==> config.mk <==
export PLATFORM = sky130hd
export DESIGN_NAME = process_table_allocator
export DESIGN_NICKNAME = d
export VERILOG_FILES = /design/src/design/ptalloc_pkg.sv /design/src/design/process_table_allocator.sv /design/src/design/ptalloc_ram.sv /design/src/design/ptalloc_front.sv /design/src/design/ptalloc_back.sv
export SDC_FILE = /design/constraint.sdc
export NUM_CORES = 2
export LEC_CHECK = 0
export CAP_MARGIN = 25
export CORE_ASPECT_RATIO = 1.5
export CORE_UTILIZATION = 45
export CTS_CLUSTER_SIZE = 14
export DETAILED_ROUTE_END_ITERATION = 12
export DONT_BUFFER_PORTS = 1
export PLACE_DENSITY_LB_ADDON = 0.2
export SYNTH_ARGS = -nofsm -noshare
export SYNTH_HDL_FRONTEND = slang
export SYNTH_SLANG_ARGS = --single-unit
==> constraint.sdc <==
create_clock -name clk -period 8.3 [get_ports clk]
set_clock_uncertainty 0.15 [all_clocks]
set_input_delay 1.245 -clock clk [delete_from_list [all_inputs] [get_ports clk]]
set_output_delay 1.245 -clock clk [all_outputs]
set_load 0.01 [all_outputs]
==> src/design/ptalloc_pkg.sv <==
// Shared types and codes for the process table allocator.
// Used by the front end, the back end and the top level; depends on nothing.
package ptalloc_pkg;

	localparam int OP_W     = 2;
	localparam int ENTRY_W  = 6;
	localparam int STATUS_W = 3;

	localparam logic [OP_W-1:0] OP_ALLOC    = 2'd0;
	localparam logic [OP_W-1:0] OP_DELETE   = 2'd1;
	localparam logic [OP_W-1:0] OP_QUERY    = 2'd2;
	// The last code is reserved; it is answered with zeros and changes nothing.
	localparam logic [OP_W-1:0] OP_RESERVED = 2'd3;

	localparam logic [STATUS_W-1:0] ST_OK           = 3'd0;
	localparam logic [STATUS_W-1:0] ST_EMPTY        = 3'd1;
	localparam logic [STATUS_W-1:0] ST_NOT_IN_USE   = 3'd2;
	localparam logic [STATUS_W-1:0] ST_HAS_CHILDREN = 3'd3;
	localparam logic [STATUS_W-1:0] ST_NO_CHILDREN  = 3'd4;

	// A classified request as it travels from the front end to the back end.
	typedef struct packed {
		logic [OP_W-1:0]    op;
		logic [ENTRY_W-1:0] entry;
		logic               oor;
	} req_t;

endpackage

==> src/design/process_table_allocator.sv <==
// Channel   Handshake              Fields
// request   req_valid / req_stall  operation, entry
// response  rsp_valid / rsp_stall  status, result_entry
//
// Allocate, query, unknown operations and refused items finish in the back
// end's first execute state; a delete that goes ahead also needs the second,
// as each step waits on one dependent registered table read. After reset the
// back end resets all POOL_SIZE (64) entries; up to two items queue meanwhile.
// A two-slot queue lets requests arrive while the back end works, and a
// result register lets the next item start while a result is stalled.
module process_table_allocator #(
	parameter int POOL_SIZE = 64
) (
	input  logic                               clk,
	input  logic                               arst_n,
	input  logic                               req_valid,
	output logic                               req_stall,
	input  logic [ptalloc_pkg::OP_W-1:0]       operation,
	input  logic [ptalloc_pkg::ENTRY_W-1:0]    entry,
	output logic                               rsp_valid,
	input  logic                               rsp_stall,
	output logic [ptalloc_pkg::STATUS_W-1:0]   status,
	output logic [ptalloc_pkg::ENTRY_W-1:0]    result_entry
);
	import ptalloc_pkg::*;

	logic q_valid, q_pop;
	req_t q_req;

	ptalloc_front #(.POOL_SIZE(POOL_SIZE)) u_front (
		.clk       (clk),
		.arst_n    (arst_n),
		.valid     (req_valid),
		.stall     (req_stall),
		.operation (operation),
		.entry     (entry),
		.q_valid   (q_valid),
		.q_req     (q_req),
		.q_pop     (q_pop)
	);

	ptalloc_back #(.POOL_SIZE(POOL_SIZE)) u_back (
		.clk          (clk),
		.arst_n       (arst_n),
		.q_valid      (q_valid),
		.q_req        (q_req),
		.q_pop        (q_pop),
		.rsp_valid    (rsp_valid),
		.rsp_stall    (rsp_stall),
		.status       (status),
		.result_entry (result_entry)
	);

endmodule

==> src/design/ptalloc_ram.sv <==
// Generic single-write, single-read memory with a registered read port.
// No dependencies; every pointer table of the allocator is one of these.
module ptalloc_ram #(
	parameter int WIDTH = 8,
	parameter int DEPTH = 64
) (
	input  logic                     clk,
	input  logic                     we,
	input  logic [$clog2(DEPTH)-1:0] waddr,
	input  logic [WIDTH-1:0]         wdata,
	input  logic [$clog2(DEPTH)-1:0] raddr,
	output logic [WIDTH-1:0]         rdata
);

	logic [WIDTH-1:0] mem_q [DEPTH];
	logic [WIDTH-1:0] rdata_q;

	always_ff @(posedge clk) begin
		if (we) begin
			mem_q[waddr] <= wdata;
		end
		rdata_q <= mem_q[raddr];
	end

	assign rdata = rdata_q;

endmodule

==> src/design/ptalloc_front.sv <==
// Front end: accepts request items, classifies them and holds them in a
// two-slot queue for the back end. Depends on ptalloc_pkg.
module ptalloc_front #(
	parameter int POOL_SIZE = 64
) (
	input  logic                               clk,
	input  logic                               arst_n,
	input  logic                               valid,
	output logic                               stall,
	input  logic [ptalloc_pkg::OP_W-1:0]       operation,
	input  logic [ptalloc_pkg::ENTRY_W-1:0]    entry,
	output logic                               q_valid,
	output ptalloc_pkg::req_t                  q_req,
	input  logic                               q_pop
);
	import ptalloc_pkg::*;

	req_t       slot_q [2];
	logic       wr_ptr_q, rd_ptr_q;
	logic [1:0] cnt_q;
	logic       push, pop;
	req_t       req_in;

	// An entry index at or above the pool size never names a live entry.
	always_comb begin
		req_in.op    = operation;
		req_in.entry = entry;
		req_in.oor   = (32'(entry) >= POOL_SIZE);
	end

	assign stall   = (cnt_q == 2'd2);
	assign push    = valid && !stall;
	assign q_valid = (cnt_q != 2'd0);
	assign pop     = q_pop && q_valid;
	assign q_req   = slot_q[rd_ptr_q];

	always_ff @(posedge clk) begin
		if (push) begin
			slot_q[wr_ptr_q] <= req_in;
		end
	end

	always_ff @(posedge clk or negedge arst_n) begin
		if (!arst_n) begin
			wr_ptr_q <= 1'b0;
			rd_ptr_q <= 1'b0;
			cnt_q    <= 2'd0;
		end else begin
			if (push) begin
				wr_ptr_q <= !wr_ptr_q;
			end
			if (pop) begin
				rd_ptr_q <= !rd_ptr_q;
			end
			cnt_q <= cnt_q + {1'b0, push} - {1'b0, pop};
		end
	end

endmodule

==> src/design/ptalloc_back.sv <==
// Back end: runs one queued item at a time against the pointer tables and
// the free queue, and holds the result item for the response channel.
// Depends on ptalloc_pkg and ptalloc_ram.
module ptalloc_back #(
	parameter int POOL_SIZE = 64
) (
	input  logic                               clk,
	input  logic                               arst_n,
	input  logic                               q_valid,
	input  ptalloc_pkg::req_t                  q_req,
	output logic                               q_pop,
	output logic                               rsp_valid,
	input  logic                               rsp_stall,
	output logic [ptalloc_pkg::STATUS_W-1:0]   status,
	output logic [ptalloc_pkg::ENTRY_W-1:0]    result_entry
);
	import ptalloc_pkg::*;

	localparam int IW   = $clog2(POOL_SIZE);
	localparam int LW   = IW + 1;
	localparam int CNTW = $clog2(POOL_SIZE + 1);
	localparam logic [LW-1:0] NONE = LW'(POOL_SIZE);

	localparam logic [1:0] S_IDLE = 2'd0;
	localparam logic [1:0] S_EX1  = 2'd1;
	localparam logic [1:0] S_EX2  = 2'd2;
	localparam logic [1:0] S_CLR  = 2'd3;

	function automatic logic is_link(input logic [LW-1:0] v);
		return v < NONE;
	endfunction

	logic [1:0]          state_q, state_d;
	logic [IW-1:0]       clr_q;
	req_t                cur_q;
	logic [IW-1:0]       p_q;
	logic [LW-1:0]       nx_q, pv_q;
	logic [IW-1:0]       head_q;
	logic [CNTW-1:0]     count_q;
	logic                rsp_valid_q;
	logic [STATUS_W-1:0] status_q;
	logic [IW-1:0]       result_q;

	logic [IW-1:0] rd_idx, cur_idx;
	logic          use_v;
	logic [IW-1:0] par_v, fq_v;
	logic [LW-1:0] nxt_v, prv_v, fch_v, lch_v;

	logic          use_we, use_wdata;
	logic          par_we, nxt_we, prv_we, fch_we, lch_we, fq_we;
	logic [IW-1:0] use_waddr;
	logic [IW-1:0] par_waddr, nxt_waddr, prv_waddr, fch_waddr, lch_waddr, fq_waddr;
	logic [IW-1:0] par_wdata, fq_wdata;
	logic [LW-1:0] nxt_wdata, prv_wdata, fch_wdata, lch_wdata;

	logic          live, out_free, finish, go_ex2, fire_alloc, fire_del;
	logic [STATUS_W-1:0] st_d;
	logic [IW-1:0] res_d;
	logic [IW:0]   tail_sum;
	logic [IW-1:0] tail, head_inc;

	assign cur_idx  = IW'(cur_q.entry);
	assign live     = !cur_q.oor && use_v;
	assign out_free = !rsp_valid_q || !rsp_stall;

	// Read addresses are held while an item waits so the registered read
	// data stays valid across output stalls. A delete that goes ahead moves
	// on to its parent's entry for the second execute state.
	always_comb begin
		case (state_q)
			S_EX1:   rd_idx = go_ex2 ? par_v : cur_idx;
			S_EX2:   rd_idx = p_q;
			default: rd_idx = IW'(q_req.entry);
		endcase
	end

	assign tail_sum = {1'b0, head_q} + (IW+1)'(count_q);
	assign tail     = (tail_sum >= (IW+1)'(POOL_SIZE)) ?
		IW'(tail_sum - (IW+1)'(POOL_SIZE)) : IW'(tail_sum);
	assign head_inc = (head_q == IW'(POOL_SIZE - 1)) ? '0 : head_q + 1'b1;

	always_comb begin
		state_d    = state_q;
		q_pop      = 1'b0;
		finish     = 1'b0;
		go_ex2     = 1'b0;
		fire_alloc = 1'b0;
		fire_del   = 1'b0;
		st_d       = ST_OK;
		res_d      = '0;
		case (state_q)
			S_CLR: begin
				if (clr_q == IW'(POOL_SIZE - 1)) begin
					state_d = S_IDLE;
				end
			end
			S_IDLE: begin
				if (q_valid) begin
					q_pop   = 1'b1;
					state_d = S_EX1;
				end
			end
			S_EX1: begin
				case (cur_q.op)
					OP_ALLOC: begin
						finish = 1'b1;
						if (!live) begin
							st_d = ST_NOT_IN_USE;
						end else if (count_q == '0) begin
							st_d = ST_EMPTY;
						end else begin
							res_d      = fq_v;
							fire_alloc = out_free;
						end
					end
					OP_DELETE: begin
						if (!live) begin
							st_d   = ST_NOT_IN_USE;
							finish = 1'b1;
						end else if (is_link(fch_v)) begin
							st_d   = ST_HAS_CHILDREN;
							finish = 1'b1;
						end else begin
							go_ex2  = 1'b1;
							state_d = S_EX2;
						end
					end
					OP_QUERY: begin
						finish = 1'b1;
						if (!live) begin
							st_d = ST_NOT_IN_USE;
						end else if (!is_link(fch_v)) begin
							st_d = ST_NO_CHILDREN;
						end else begin
							res_d = IW'(fch_v);
						end
					end
					default: begin
						finish = 1'b1;
					end
				endcase
			end
			S_EX2: begin
				finish   = 1'b1;
				fire_del = out_free;
			end
			default: begin
				state_d = S_IDLE;
			end
		endcase
		if (finish && out_free) begin
			state_d = S_IDLE;
		end
	end

	// Table updates. An entry in the free queue always has no children and
	// no siblings, so an allocate only writes the links that change.
	always_comb begin
		use_we = 1'b0; use_waddr = '0; use_wdata = 1'b0;
		par_we = 1'b0; par_waddr = '0; par_wdata = '0;
		nxt_we = 1'b0; nxt_waddr = '0; nxt_wdata = '0;
		prv_we = 1'b0; prv_waddr = '0; prv_wdata = '0;
		fch_we = 1'b0; fch_waddr = '0; fch_wdata = '0;
		lch_we = 1'b0; lch_waddr = '0; lch_wdata = '0;
		fq_we  = 1'b0; fq_waddr  = '0; fq_wdata  = '0;
		if (state_q == S_CLR) begin
			use_we    = 1'b1;
			use_waddr = clr_q;
			use_wdata = (clr_q == '0);
			par_we    = 1'b1;
			par_waddr = clr_q;
			nxt_we    = 1'b1;
			nxt_waddr = clr_q;
			nxt_wdata = NONE;
			prv_we    = 1'b1;
			prv_waddr = clr_q;
			prv_wdata = NONE;
			fch_we    = 1'b1;
			fch_waddr = clr_q;
			fch_wdata = NONE;
			lch_we    = 1'b1;
			lch_waddr = clr_q;
			lch_wdata = NONE;
			fq_we     = 1'b1;
			fq_waddr  = clr_q;
			fq_wdata  = (clr_q == IW'(POOL_SIZE - 1)) ? '0 : IW'(POOL_SIZE - 1) - clr_q;
		end
		if (fire_alloc) begin
			use_we    = 1'b1;
			use_waddr = fq_v;
			use_wdata = 1'b1;
			par_we    = 1'b1;
			par_waddr = fq_v;
			par_wdata = cur_idx;
			if (is_link(lch_v)) begin
				nxt_we    = 1'b1;
				nxt_waddr = IW'(lch_v);
				nxt_wdata = {1'b0, fq_v};
			end else begin
				fch_we    = 1'b1;
				fch_waddr = cur_idx;
				fch_wdata = {1'b0, fq_v};
			end
			prv_we    = 1'b1;
			prv_waddr = fq_v;
			prv_wdata = lch_v;
			lch_we    = 1'b1;
			lch_waddr = cur_idx;
			lch_wdata = {1'b0, fq_v};
		end
		// The deleted entry's own sibling links are dropped in the first execute
		// state, at the edge that captures them.
		if (go_ex2) begin
			nxt_we    = 1'b1;
			nxt_waddr = cur_idx;
			nxt_wdata = NONE;
			prv_we    = 1'b1;
			prv_waddr = cur_idx;
			prv_wdata = NONE;
		end
		if (fire_del) begin
			use_we    = 1'b1;
			use_waddr = cur_idx;
			use_wdata = 1'b0;
			if (is_link(pv_q)) begin
				nxt_we    = 1'b1;
				nxt_waddr = IW'(pv_q);
				nxt_wdata = nx_q;
			end else if (fch_v == {1'b0, cur_idx}) begin
				fch_we    = 1'b1;
				fch_waddr = p_q;
				fch_wdata = nx_q;
			end
			if (is_link(nx_q)) begin
				prv_we    = 1'b1;
				prv_waddr = IW'(nx_q);
				prv_wdata = pv_q;
			end else if (lch_v == {1'b0, cur_idx}) begin
				lch_we    = 1'b1;
				lch_waddr = p_q;
				lch_wdata = pv_q;
			end
			if (count_q < CNTW'(POOL_SIZE)) begin
				fq_we    = 1'b1;
				fq_waddr = tail;
				fq_wdata = cur_idx;
			end
		end
	end

	ptalloc_ram #(.WIDTH(1), .DEPTH(POOL_SIZE)) u_use (
		.clk(clk), .we(use_we), .waddr(use_waddr), .wdata(use_wdata),
		.raddr(rd_idx), .rdata(use_v)
	);
	ptalloc_ram #(.WIDTH(IW), .DEPTH(POOL_SIZE)) u_par (
		.clk(clk), .we(par_we), .waddr(par_waddr), .wdata(par_wdata),
		.raddr(rd_idx), .rdata(par_v)
	);
	ptalloc_ram #(.WIDTH(LW), .DEPTH(POOL_SIZE)) u_nxt (
		.clk(clk), .we(nxt_we), .waddr(nxt_waddr), .wdata(nxt_wdata),
		.raddr(rd_idx), .rdata(nxt_v)
	);
	ptalloc_ram #(.WIDTH(LW), .DEPTH(POOL_SIZE)) u_prv (
		.clk(clk), .we(prv_we), .waddr(prv_waddr), .wdata(prv_wdata),
		.raddr(rd_idx), .rdata(prv_v)
	);
	ptalloc_ram #(.WIDTH(LW), .DEPTH(POOL_SIZE)) u_fch (
		.clk(clk), .we(fch_we), .waddr(fch_waddr), .wdata(fch_wdata),
		.raddr(rd_idx), .rdata(fch_v)
	);
	ptalloc_ram #(.WIDTH(LW), .DEPTH(POOL_SIZE)) u_lch (
		.clk(clk), .we(lch_we), .waddr(lch_waddr), .wdata(lch_wdata),
		.raddr(rd_idx), .rdata(lch_v)
	);
	ptalloc_ram #(.WIDTH(IW), .DEPTH(POOL_SIZE)) u_fq (
		.clk(clk), .we(fq_we), .waddr(fq_waddr), .wdata(fq_wdata),
		.raddr(head_q), .rdata(fq_v)
	);

	always_ff @(posedge clk or negedge arst_n) begin
		if (!arst_n) begin
			state_q     <= S_CLR;
			clr_q       <= '0;
			head_q      <= '0;
			count_q     <= CNTW'(POOL_SIZE - 1);
			rsp_valid_q <= 1'b0;
		end else begin
			state_q <= state_d;
			if (state_q == S_CLR) begin
				clr_q <= clr_q + 1'b1;
			end
			if (fire_alloc) begin
				head_q  <= head_inc;
				count_q <= count_q - 1'b1;
			end
			if (fire_del && fq_we) begin
				count_q <= count_q + 1'b1;
			end
			if (finish && out_free) begin
				rsp_valid_q <= 1'b1;
			end else if (!rsp_stall) begin
				rsp_valid_q <= 1'b0;
			end
		end
	end

	always_ff @(posedge clk) begin
		if (q_pop) begin
			cur_q <= q_req;
		end
		if (go_ex2) begin
			p_q  <= par_v;
			nx_q <= nxt_v;
			pv_q <= prv_v;
		end
		if (finish && out_free) begin
			status_q <= st_d;
			result_q <= res_d;
		end
	end

	assign rsp_valid    = rsp_valid_q;
	assign status       = status_q;
	assign result_entry = ENTRY_W'(result_q);

	a_count_bound: assert property (@(posedge clk) disable iff (!arst_n)
		count_q <= CNTW'(POOL_SIZE))
		else $error("free count exceeds pool size");

	a_alloc_nonempty: assert property (@(posedge clk) disable iff (!arst_n)
		fire_alloc |-> count_q != '0)
		else $error("allocate taken from an empty free queue");

	a_clr_no_pop: assert property (@(posedge clk) disable iff (!arst_n)
		state_q == S_CLR |-> !q_pop)
		else $error("item taken while the tables are being cleared");

	a_rsp_hold: assert property (@(posedge clk) disable iff (!arst_n)
		rsp_valid_q && rsp_stall |=>
			rsp_valid_q && $stable(status_q) && $stable(result_q))
		else $error("stalled result item changed");

	a_ex2_order: assert property (@(posedge clk) disable iff (!arst_n)
		state_q == S_EX2 |-> $past(state_q) == S_EX1 || $past(state_q) == S_EX2)
		else $error("second delete cycle entered out of order");

endmodule

==> results.sh <==
export IMPL_vias_per_cell=6.07
export IMPL_yosysWarnings=0
export IMPL_critPathLaunchType="flip-flop"
export IMPL_ios=23
export IMPL_vias=64887
export IMPL_gr_max_usage_layer="met2"
export IMPL_post_drt_wl_per_cell_um=29.6
export IMPL_rsz0062_at_grt="false"
export IMPL_worstPathArrival_ns=6.18
export IMPL_tightest_slew_ns=1.18
export IMPL_grt_use_met1=0.308
export IMPL_synthFlopType="edfxtp_1"
export IMPL_synth_area_um2=110000
export IMPL_tns_ns=0
export IMPL_path_class="flip-flop to flip-flop"
export IMPL_use_met2=0.443
export IMPL_synth_seq_cells=2744
export IMPL_cts_buffers=244
export IMPL_overflow=0
export IMPL_dieArea_um2=246000
export IMPL_wirelength_um=316000
export IMPL_synthArstFlopShare=0.00948
export IMPL_maxSlewHeadroom=0.213
export IMPL_antenna_found_initial=5
export IMPL_cts_tree="done"
export IMPL_ant_nets=0
export IMPL_critPathTopFamily="compound AO/OA/AOI/OAI gates"
export IMPL_design_core_area_um2=242000
export IMPL_crit_required_ns=8.99
export IMPL_min_period_ns=5.49
export IMPL_gp_congestion=0.883
export IMPL_drt_iter0_markers=7386
export IMPL_slew_viol_final=0
export IMPL_reg2reg_slack_ns=2.81
export IMPL_use_met3=0.0343
export IMPL_fin_nets=7311
export IMPL_netlist_instances=7336
export IMPL_post_dp_hpwl_um=195000
export IMPL_netlist_cell_type_count=82
export IMPL_clk_pin_slew_ns=0.06
export IMPL_syn_to_final_growth_pct=10.2
export IMPL_crit_path_end_kind="flip-flop"
export IMPL_track_usage=0.255
export IMPL_clockBufferDepth=4
export IMPL_synth_enable_flop_cells=2677
export IMPL_start_util=0.453
export IMPL_status="finished clean"
export IMPL_cpMaxStageDelayCell="a41oi_4"
export IMPL_place_area_um2=114000
export IMPL_cts_htree_levels=4
export IMPL_clock_sinks=2744
export IMPL_place_inst=10257
export IMPL_cap_violations=0
export IMPL_min_delay_path_class="input port to flip-flop"
export IMPL_yosysSeqAreaShare=0.745
export IMPL_slowest_delay_ns=0.89
export IMPL_synth_area_per_cell_um2=15.0
export IMPL_fin_crit_sh=0.661
export IMPL_clock_latency_ns=0.92
export IMPL_fmax_mhz=182
export IMPL_rows=221
export IMPL_layout_cells_non_filler=10693
export IMPL_critPathBufInv=3
export IMPL_cp_max_fo=38
export IMPL_final_area_um2=121000
export IMPL_syn_nets=7372
export IMPL_utilization=0.500
export IMPL_die_y_um=607
export IMPL_cpMostUsedCell="buf_4"
export IMPL_cp_cell_sequence="inv_1, ha_1, nor2_1, a41oi_4, buf_4, nor2_4, buf_4, a221oi_1, nor3_1, o32ai_1, o311a_1"
export IMPL_drc_errors=0
export IMPL_finalHoldViolCount=0
export IMPL_grt_pass1_vias=64751
export IMPL_die_w_um=405
export IMPL_cts_root_buffer_cell="clkbuf_16"
export IMPL_grt_first_pass_wirelength_um=454000
export IMPL_grt_max_degree=141
export IMPL_drive_gt1_frac=0.113
export IMPL_drtPass1Iterations=6
export IMPL_portBuffers=0
export IMPL_finalSetupViolations=0
## Yosys cell counts (7+ instances only)
master / number / share of area
or3_1: 9 / 0.00051
o2111ai_1: 11 / 0.00088
a32oi_1: 183 / 0.015
dfstp_2: 8 / 0.0019
buf_4: 32 / 0.0022
a21o_1: 17 / 0.0012
xnor2_1: 28 / 0.0022
edfxtp_1: 2677 / 0.73
a21oi_1: 277 / 0.013
o31ai_1: 8 / 0.00055
nor2_1: 558 / 0.019
a22oi_1: 70 / 0.0048
a311oi_1: 11 / 0.00088
nor2b_1: 12 / 0.00068
dfrtp_1: 18 / 0.0041
nand2_1: 1387 / 0.047
a41oi_1: 7 / 0.00056
clkbuf_1: 252 / 0.0086
a2111oi_0: 7 / 0.00056
mux2_2: 19 / 0.0019
and3_1: 15 / 0.00085
buf_6: 15 / 0.0015
inv_1: 34 / 0.0012
dfxtp_1: 41 / 0.0075
nand2b_1: 12 / 0.00068
o21ai_0: 137 / 0.0062
a221oi_1: 42 / 0.0033
buf_1: 36 / 0.0012
mux4_2: 246 / 0.050
nor3_1: 17 / 0.00077
a22o_1: 31 / 0.0025
a211oi_1: 33 / 0.0023
nand3b_1: 11 / 0.00075
ha_1: 22 / 0.0025
a32o_1: 21 / 0.0019
nand3_1: 484 / 0.022
nand4_1: 53 / 0.0030
buf_2: 123 / 0.0056
o211ai_1: 10 / 0.00068
mux2i_1: 141 / 0.013
and2_1: 7 / 0.00040
a31oi_1: 127 / 0.0072
## cells in the final DEF (no fill, tap or decap), types with 70 or more instances in the layout
cell	instances
a21oi_1	275
a22oi_1	70
a31oi_1	127
a32oi_1	183
buf_4	135
clkbuf_1	79
clkbuf_16	246
edfxtp_1	2677
mux2i_1	141
mux4_2	246
nand2_1	1382
nand3_1	484
nor2_1	537
o21ai_0	122
## registers in the layout, summed over array words and instances, names as in the netlist, 7 cells and up
register,count
u_back.pv_q,7
u_back.u_prv.rdata,7
u_back.u_lch.rdata,7
u_back.u_nxt.rdata,7
u_back.u_prv.mem_q,448
u_back.u_lch.mem_q,448
u_back.u_par.mem_q,384
u_front.slot_q,16
u_back.u_use.mem_q,64
u_back.u_fch.rdata,7
u_back.u_nxt.mem_q,448
u_back.count_q,7
u_back.nx_q,7
u_back.u_fq.mem_q,384
u_back.u_fch.mem_q,448
## cell type report
class                      count  area [um2]
antenna                        4        10.0
clock buffer                 342        6690
clock inverter                85         631
fill                       20457      121000
inverter                      34         128
multi-input combinational   4099       26300
sequential                  2744       81900
tap                         3233        4050
timing repair buffer         152        1330
## timing repair
| item | in CTS | in global routing |
|---|---|---|
| buffers inserted | 0 | 0 |
| gates resized for setup | 0 | 0 |
| endpoints found under the hold margin | 22 | 0 |
| hold buffers | 2 | 0 |
## stage by stage
step	setup WS, ns	hold slack (ns)
global route	2.66	0.231
floorplan	2.64	0.236
finish	2.81	0.269
global placement	2.64	0.329
CTS	2.89	0.217
detailed placement	2.57	0.309
## kinds of logic (layout without fill, tap and decap cells)
kind of cell    Yosys count  count (layout)  synth area share
compound gates         1043            1043            0.0651
flops                  2744            2744             0.745
buf+inv                 493             613            0.0204
xor+xnor                 33              33           0.00263
other cells               0               4                 0
simple gates           2591            2591            0.0982
fa+ha+maj                24              24           0.00287
mux                     408             408            0.0655
## final timing paths
check / startpoint / endpoint / depth (start not counted)
worst max-delay path: u_back.state_q[0] / u_back.u_prv.rdata[5] / 11
worst min-delay path: operation[1] / u_front.slot_q[0][7] / 0
worst max register to register: u_back.state_q[0] / u_back.u_prv.rdata[5] / 11
worst min register to register: u_front.cnt_q[1] / u_front.cnt_q[1] / 1
max in group asynchronous: arst_n / u_back.count_q[3] / 2
min in group asynchronous: arst_n / u_back.count_q[1] / 1
## routing by layer
| layer | routed length, um | vias up |
|---|---|---|
| met3 | 21400 | 738 |
| li1 | - | 27952 |
| met1 | 115000 | 33310 |
| met2 | 161000 | 2883 |
| met4 | 18700 | 4 |
| met5 | 31 | - |
Power is not shown: default switching activity piles up to over one toggle a cycle in this logic, so the estimate is an artifact.
